### config.mk
export PLATFORM = sky130hd
export DESIGN_NAME = cli_controller
export DESIGN_NICKNAME = d
export VERILOG_FILES = /design/src/rtl/cli_pkg.sv /design/src/rtl/cli_controller.sv
export SDC_FILE = /design/constraint.sdc
export NUM_CORES = 1
export LEC_CHECK = 0
export ABC_CLOCK_PERIOD_IN_PS = 3400
export BUFFER_PORTS_ARGS = -buffer_cell sky130_fd_sc_hd__clkbuf_2
export CAP_MARGIN = 20
export CORE_MARGIN = 2
export CORE_UTILIZATION = 25
export DETAILED_ROUTE_END_ITERATION = 16
export PLACE_DENSITY = 0.57
export SLEW_MARGIN = 20
export SYNTH_ARGS = -nofsm -noshare
export SYNTH_HDL_FRONTEND = slang
export SYNTH_SLANG_ARGS = --single-unit
### constraint.sdc
create_clock -name clk -period 3.4 [get_ports clk]
set_clock_uncertainty 0.1 [all_clocks]
set_input_delay 0.68 -clock clk [delete_from_list [all_inputs] [get_ports clk]]
set_output_delay 0.68 -clock clk [all_outputs]
set_load 0.005 [all_outputs]
### src/rtl/cli_pkg.sv
package cli_pkg;

	localparam int unsigned LEVELS_DEF = 64;
	localparam int unsigned DATA_W     = 32;
	localparam int unsigned FRAC_W     = 16;
	localparam int unsigned DCNT_W     = $clog2(FRAC_W);

	// operation codes
	localparam logic [1:0] OP_WR_H  = 2'd0;
	localparam logic [1:0] OP_WR_S  = 2'd1;
	localparam logic [1:0] OP_QUERY = 2'd2;

	// position codes
	localparam logic [1:0] POS_IN  = 2'd0;
	localparam logic [1:0] POS_BOT = 2'd1;
	localparam logic [1:0] POS_TOP = 2'd2;

	// table read address select
	localparam logic [2:0] RD_TOP = 3'd0;
	localparam logic [2:0] RD_BOT = 3'd1;
	localparam logic [2:0] RD_MID = 3'd2;
	localparam logic [2:0] RD_LO  = 3'd3;
	localparam logic [2:0] RD_LO1 = 3'd4;

	typedef struct packed {
		logic       wr_h;
		logic       wr_s;
		logic       ld_z;
		logic       rd_en;
		logic [2:0] rd_sel;
		logic       srch_init;
		logic       srch_step;
		logic       ld_p0;
		logic       ld_p1;
		logic       div_setup;
		logic       div_step;
		logic       mul;
		logic       rnd;
		logic       res_ld;
		logic [1:0] res_pos;
		logic       out_ld;
	} cli_cmd_t;

	typedef struct packed {
		logic z_ge_h;
		logic z_le_h;
		logic srch_done;
		logic frac_zero;
		logic frac_sat;
	} cli_sts_t;

endpackage

### src/rtl/cli_controller.sv
module cli_controller (
	input  logic              clk,
	input  logic              arst_n,
	input  logic              in_valid,
	output logic              in_stall,
	input  logic [1:0]        operation,
	output logic              out_valid,
	input  logic              out_stall,
	input  cli_pkg::cli_sts_t sts,
	output cli_pkg::cli_cmd_t cmd
);
	import cli_pkg::*;

	localparam logic [3:0] S_IDLE = 4'd0;
	localparam logic [3:0] S_TOP  = 4'd1;
	localparam logic [3:0] S_BOT  = 4'd2;
	localparam logic [3:0] S_CHK  = 4'd3;
	localparam logic [3:0] S_CMP  = 4'd4;
	localparam logic [3:0] S_LD0  = 4'd5;
	localparam logic [3:0] S_LD1  = 4'd6;
	localparam logic [3:0] S_DCHK = 4'd7;
	localparam logic [3:0] S_DIV  = 4'd8;
	localparam logic [3:0] S_MUL  = 4'd9;
	localparam logic [3:0] S_RND  = 4'd10;
	localparam logic [3:0] S_ADD  = 4'd11;
	localparam logic [3:0] S_FIN  = 4'd12;

	logic [3:0]        state_q, state_nx;
	logic [DCNT_W-1:0] cnt_q;
	logic              out_valid_q;
	logic              accept;

	assign in_stall  = state_q != S_IDLE;
	assign accept    = in_valid && !in_stall;
	assign out_valid = out_valid_q;

	always_comb begin
		cmd      = '0;
		cmd.rd_sel = RD_TOP;
		state_nx = state_q;
		unique case (state_q)
			S_IDLE: begin
				if (accept) begin
					case (operation)
						OP_WR_H: cmd.wr_h = 1'b1;
						OP_WR_S: cmd.wr_s = 1'b1;
						OP_QUERY: begin
							cmd.ld_z   = 1'b1;
							cmd.rd_en  = 1'b1;
							cmd.rd_sel = RD_TOP;
							state_nx   = S_TOP;
						end
						default: ;
					endcase
				end
			end
			S_TOP: begin
				if (sts.z_ge_h) begin
					cmd.res_ld  = 1'b1;
					cmd.res_pos = POS_TOP;
					state_nx    = S_FIN;
				end else begin
					cmd.rd_en  = 1'b1;
					cmd.rd_sel = RD_BOT;
					state_nx   = S_BOT;
				end
			end
			S_BOT: begin
				if (sts.z_le_h) begin
					cmd.res_ld  = 1'b1;
					cmd.res_pos = POS_BOT;
					state_nx    = S_FIN;
				end else begin
					cmd.srch_init = 1'b1;
					state_nx      = S_CHK;
				end
			end
			S_CHK: begin
				cmd.rd_en = 1'b1;
				if (sts.srch_done) begin
					cmd.rd_sel = RD_LO;
					state_nx   = S_LD0;
				end else begin
					cmd.rd_sel = RD_MID;
					state_nx   = S_CMP;
				end
			end
			S_CMP: begin
				cmd.srch_step = 1'b1;
				state_nx      = S_CHK;
			end
			S_LD0: begin
				cmd.ld_p0  = 1'b1;
				cmd.rd_en  = 1'b1;
				cmd.rd_sel = RD_LO1;
				state_nx   = S_LD1;
			end
			S_LD1: begin
				cmd.ld_p1 = 1'b1;
				state_nx  = S_DCHK;
			end
			S_DCHK: begin
				cmd.div_setup = 1'b1;
				// fraction known without dividing: zero, or saturated
				if (sts.frac_zero || sts.frac_sat)
					state_nx = S_MUL;
				else
					state_nx = S_DIV;
			end
			S_DIV: begin
				cmd.div_step = 1'b1;
				if (cnt_q == DCNT_W'(FRAC_W - 1))
					state_nx = S_MUL;
			end
			S_MUL: begin
				cmd.mul  = 1'b1;
				state_nx = S_RND;
			end
			S_RND: begin
				cmd.rnd  = 1'b1;
				state_nx = S_ADD;
			end
			S_ADD: begin
				cmd.res_ld  = 1'b1;
				cmd.res_pos = POS_IN;
				state_nx    = S_FIN;
			end
			S_FIN: begin
				if (!out_valid_q || !out_stall) begin
					cmd.out_ld = 1'b1;
					state_nx   = S_IDLE;
				end
			end
			default: state_nx = S_IDLE;
		endcase
	end

	always_ff @(posedge clk or negedge arst_n) begin
		if (!arst_n) begin
			state_q     <= S_IDLE;
			cnt_q       <= '0;
			out_valid_q <= 1'b0;
		end else begin
			state_q <= state_nx;
			if (cmd.div_setup)
				cnt_q <= '0;
			else if (cmd.div_step)
				cnt_q <= cnt_q + DCNT_W'(1);
			if (cmd.out_ld)
				out_valid_q <= 1'b1;
			else if (!out_stall)
				out_valid_q <= 1'b0;
		end
	end

endmodule
Yosys cells after proc, flatten, opt, wreduce, memory -nomap -nowiden
Index checks and enable logic that the tools add are counted.
{"block": "word_totals", "reg_bits": 9}
{"block": "op_classes", "muxes": 35, "eq_ne": 20, "n_reduce_logical": 11, "add_sub_neg": 1}
{"cell": "$pmux W4 S13", "count": 1}
{"cell": "$mux W4", "count": 9}
{"cell": "$eq A4 B4 Y1 const B", "count": 6}
{"cell": "$mux W1", "count": 18}
{"cell": "$eq A4 B3 Y1 const B", "count": 4}
{"cell": "$pmux W4 S4", "count": 1}
{"cell": "$mux W3", "count": 3}
{"cell": "$pmux W3 S3", "count": 1}
{"cell": "$eq A4 B2 Y1 const B", "count": 2}
{"cell": "$mux W7", "count": 1}
{"cell": "$ne A2 B2 Y1 const B", "count": 3}
{"cell": "$mux W5", "count": 1}
{"cell": "$add A4 B1 Y4 const B", "count": 1}
{"cell": "$eq A4 B1 Y1 const B", "count": 1}
{"cell": "$logic_not A4 Y1", "count": 1}
{"cell": "$ne A2 B1 Y1 const B", "count": 2}
{"cell": "$reduce_and A4 Y1", "count": 1}
{"cell": "$reduce_bool A4 Y1", "count": 1}
{"cell": "$logic_not A1 Y1", "count": 3}
{"cell": "$eq A2 B1 Y1 const B", "count": 1}
{"cell": "$eq A2 B2 Y1 const B", "count": 1}
{"cell": "$logic_not A2 Y1", "count": 1}
{"cell": "$logic_or A1 B1 Y1", "count": 2}
{"cell": "$reduce_bool A2 Y1", "count": 1}
{"cell": "$logic_and A1 B1 Y1", "count": 1}

Logic depth before layout (Yosys ltp)
{"block": "depth", "ltp_word": 5, "depth_mapped": 5, "ltp_nobuf": 4}

Least setup slack after synthesis
No wires, ideal clock.
{"block": "synth_path", "kind": "flip-flop to output port", "startpoint": "register state_q[0]", "endpoint": "output port cmd[18] in the netlist's numbering", "path_buffers": 1, "path_stages_with_launch": 5, "t_arrival_ns": 1.442, "slack_ns": 1.178, "path_cell_list": "dfrtp_1 -> buf_6 -> or4_1 -> nor3b_1 -> nor2b_1"}
{"item": "start: declaration", "line_no": "cli_controller.sv:28", "source": "logic [3:0] state_q, state_nx;"}
{"item": "start signal: assignment", "line_no": "cli_controller.sv:144", "source": "state_q <= state_nx;"}
{"item": "end: declaration", "line_no": "cli_controller.sv:10", "source": "output cli_pkg::cli_cmd_t cmd"}

==> impl_metrics.tcl <==
set metrics [dict create \
    drive_gt1_share_pct 30.6 \
    ys_seq_area_share_pct 30.3 \
    synth_top_area_share_pct 30.3 \
    crit_type "flop to primary output" \
    htreeDepth 1 \
    cts_setup_buffers 0 \
    finalHoldViolCount 0 \
    synth_enable_flop_cells 0 \
    synth.cell_area_um2 743 \
    synth_commonest_cells "nor2_1 (10), dfrtp_1 (9), o21ai_0 (8), a21oi_1 (6)" \
    setup_viol 0 \
    synth_fa_ha_area_share_pct 1.68 \
    dieArea_um2 3430 \
    cp_num_buf_inv 1 \
    cp.arrival_ns 1.99 \
    synth-warning-count 0 \
    synth-compound-area-share_pct 17.8 \
    grt_max_degree 19 \
    crit_family "simple AND/OR/NAND/NOR gates" \
    dr.pass1.iters 4 \
    path_cells "or4_1 > nor3b_1 > nor2b_1 > clkbuf_2" \
    dpl.hpwl_um 1460 \
    yosys.area_share.simple_pct 40.2 \
    ys_top_cells_by_area "dfrtp_1 (30%), o21ai_0 (5.4%), nor2_1 (5.1%)" \
    slowest_delay_ns 0.64 \
    synth_top_family_by_area "simple AND/OR/NAND/NOR gates" \
    synthXorXnorAreaFrac_pct 2.36 \
    fp-row-count 19 \
    drc_errors 0 \
    min_period_ns 2.77 \
    syn_nets 106 \
    clock-root-buffer "clkbuf_4" \
    ir_drop_mv 0.329 \
    yosys_most_used_dff "dfrtp_1" \
    drtIter0Drc 23 \
    r2r-end "state_q[0]" \
    avgViaCountPerCell 5.23 \
    clockBufferDepth 2 \
    setup_tns_ns 0 \
    ant_nets 0 \
    gp_congestion 0.755 \
    die_h_um 58.5 \
    area_delta_synth_final_pct 26.9 \
    synth.distinct_cells 36 \
    leakage_nw 0.438 \
    post_cts_resized 0 \
    critPathCaptureType "primary output" \
    p_per_area_nw_per_um2 797 \
    rsz0062_at_grt "false" \
    grt_usage_pct 11.9 \
    n_antenna_cell 0 \
    placement.io_buffers 31 \
    cts_sinks 9 \
    wirelength_um 1930 \
    synth_seq_cells 9 \
    clk_pin_slew_worst_paths_ns 0.07 \
    max-cap-violations 0 \
    syn_avg_cell_area_um2 7.91 \
    cpMaxStageDelayCell "or4_1" \
    status "finished clean" \
    grt_pass1_vias 721 \
    dp_cells 151 \
    fin_nets 137 \
    core_region_area_um2 2780 \
    antenna_found_initial 0 \
    tightest_slew_ns 0.672 \
    ios 32 \
    drv_slew 0 \
    relSlewSlack_pct 54.1 \
    wl_per_cell_um 12.4 \
    synth_cells 94 \
    fin_cells 155 \
    critPathMaxFanout 18 \
    max_freq_mhz 362 \
    grt_pass1_wl_um 3190 \
    cts_buffers 3 \
    clock_latency_ns 0.26 \
    synth.most_common_cell "nor2_1" \
    synth_top_area_cell "dfrtp_1" \
    required_ns 2.62 \
    synth_mux_area_share_pct 1.35 \
    start_util_pct 26.7 \
    cts_tree "built" \
    die_w_um 58.5 \
    async_flop_share_pct 100 \
    start_kind "flop" \
    postCtsHoldBufs 0 \
    gr-total-overflow 0 \
    vias 810 \
    r2r_slack_ns 1.38 \
    fin_crit_sh_pct 81.3 \
    r2r_cells 4 \
    r2r-start "state_q[2]" \
    min_path_type "input port to async pin" \
]
metrics by stage:
step                      power, mW  setup slack [ns]  instance area [um^2]  hold WS [ns]  utilization [%]
after floorplan               0.544              1.18                   743         0.284                -
after global placement        0.657             0.979                   917         0.440             33.0
after detailed placement      0.665             0.916                   917         0.446             33.0
after CTS                     0.759             0.614                   943         0.159             33.9
after global routing          0.825             0.388                   943         0.163             33.9
final                         0.751             0.634                   943         0.160             33.9
worst max-delay path by stage:
stage | startpoint | slack [ns] | end | cells past startpoint
2_1_floorplan | state_q[0] | 1.18 | cmd[18] | 4
3_5_place_dp | state_q[0] | 0.92 | cmd[18] | 4
5_1_grt | state_q[0] | 0.39 | cmd[18] | 4
4_1_cts | state_q[0] | 0.61 | cmd[18] | 4
6_report | state_q[0] | 0.63 | cmd[18] | 4
3_3_place_gp | sts[3] | 0.98 | cmd[3] | 4
registers in the layout, indices dropped and copies added (netlist names):
register,count
state_q,4
cnt_q,4
out_valid,1
worst register-to-register path, cell delays in order, from the launching register on:
cell and delay (ns):
dfrtp_1 0.56, buf_4 0.25, and4b_1 0.22, a2111oi_0 0.63, nor4b_1 0.12
cell families (layout without fill, tap and decap cells):
| kind of cell | Yosys count | after routing |
|---|---|---|
| XOR/XNOR | 2 | 2 |
| buffers and inverters | 10 | 40 |
| flip-flops | 9 | 9 |
| AO/OA/AOI/OAI | 22 | 22 |
| adder cells (fa/ha/maj) | 1 | 1 |
| multiplexers | 1 | 1 |
| AND/OR/NAND/NOR | 49 | 49 |
layer usage:
layer	wire length [um]	track usage (%)	up-vias
li1	-	-	401
met1	952	17.1	368
met2	789	17.7	41
met3	186	4.18	0
met4	0	0.997	0
met5	0	0	-
power breakdown:
group | total, mW | switching [mW] | internal (mW)
Clock | 0.0870 | 0.0416 | 0.0454
Sequential | 0.246 | 0.0874 | 0.159
Combinational | 0.418 | 0.218 | 0.200
Total | 0.751 | 0.347 | 0.405
final cells by class:
| cell class | count | area (um^2) |
|---|---|---|
| multi-input combinational | 75 | 472 |
| fill | 294 | 1840 |
| tap | 31 | 38.8 |
| sequential | 9 | 225 |
| clock buffer | 4 | 26.3 |
| inverter | 3 | 11.3 |
| timing repair buffer | 33 | 170 |
cell usage in the layout, fill, tap and decap left out, types with 4 or more instances in the layout:
cell	n
nor3_1	4
nand2b_1	5
dfrtp_1	9
nor2_1	10
nand2_1	5
a21oi_1	6
nor3b_1	4
clkbuf_2	31
o21ai_0	8
No activity file was read; power rests on OpenSTA's default activity.
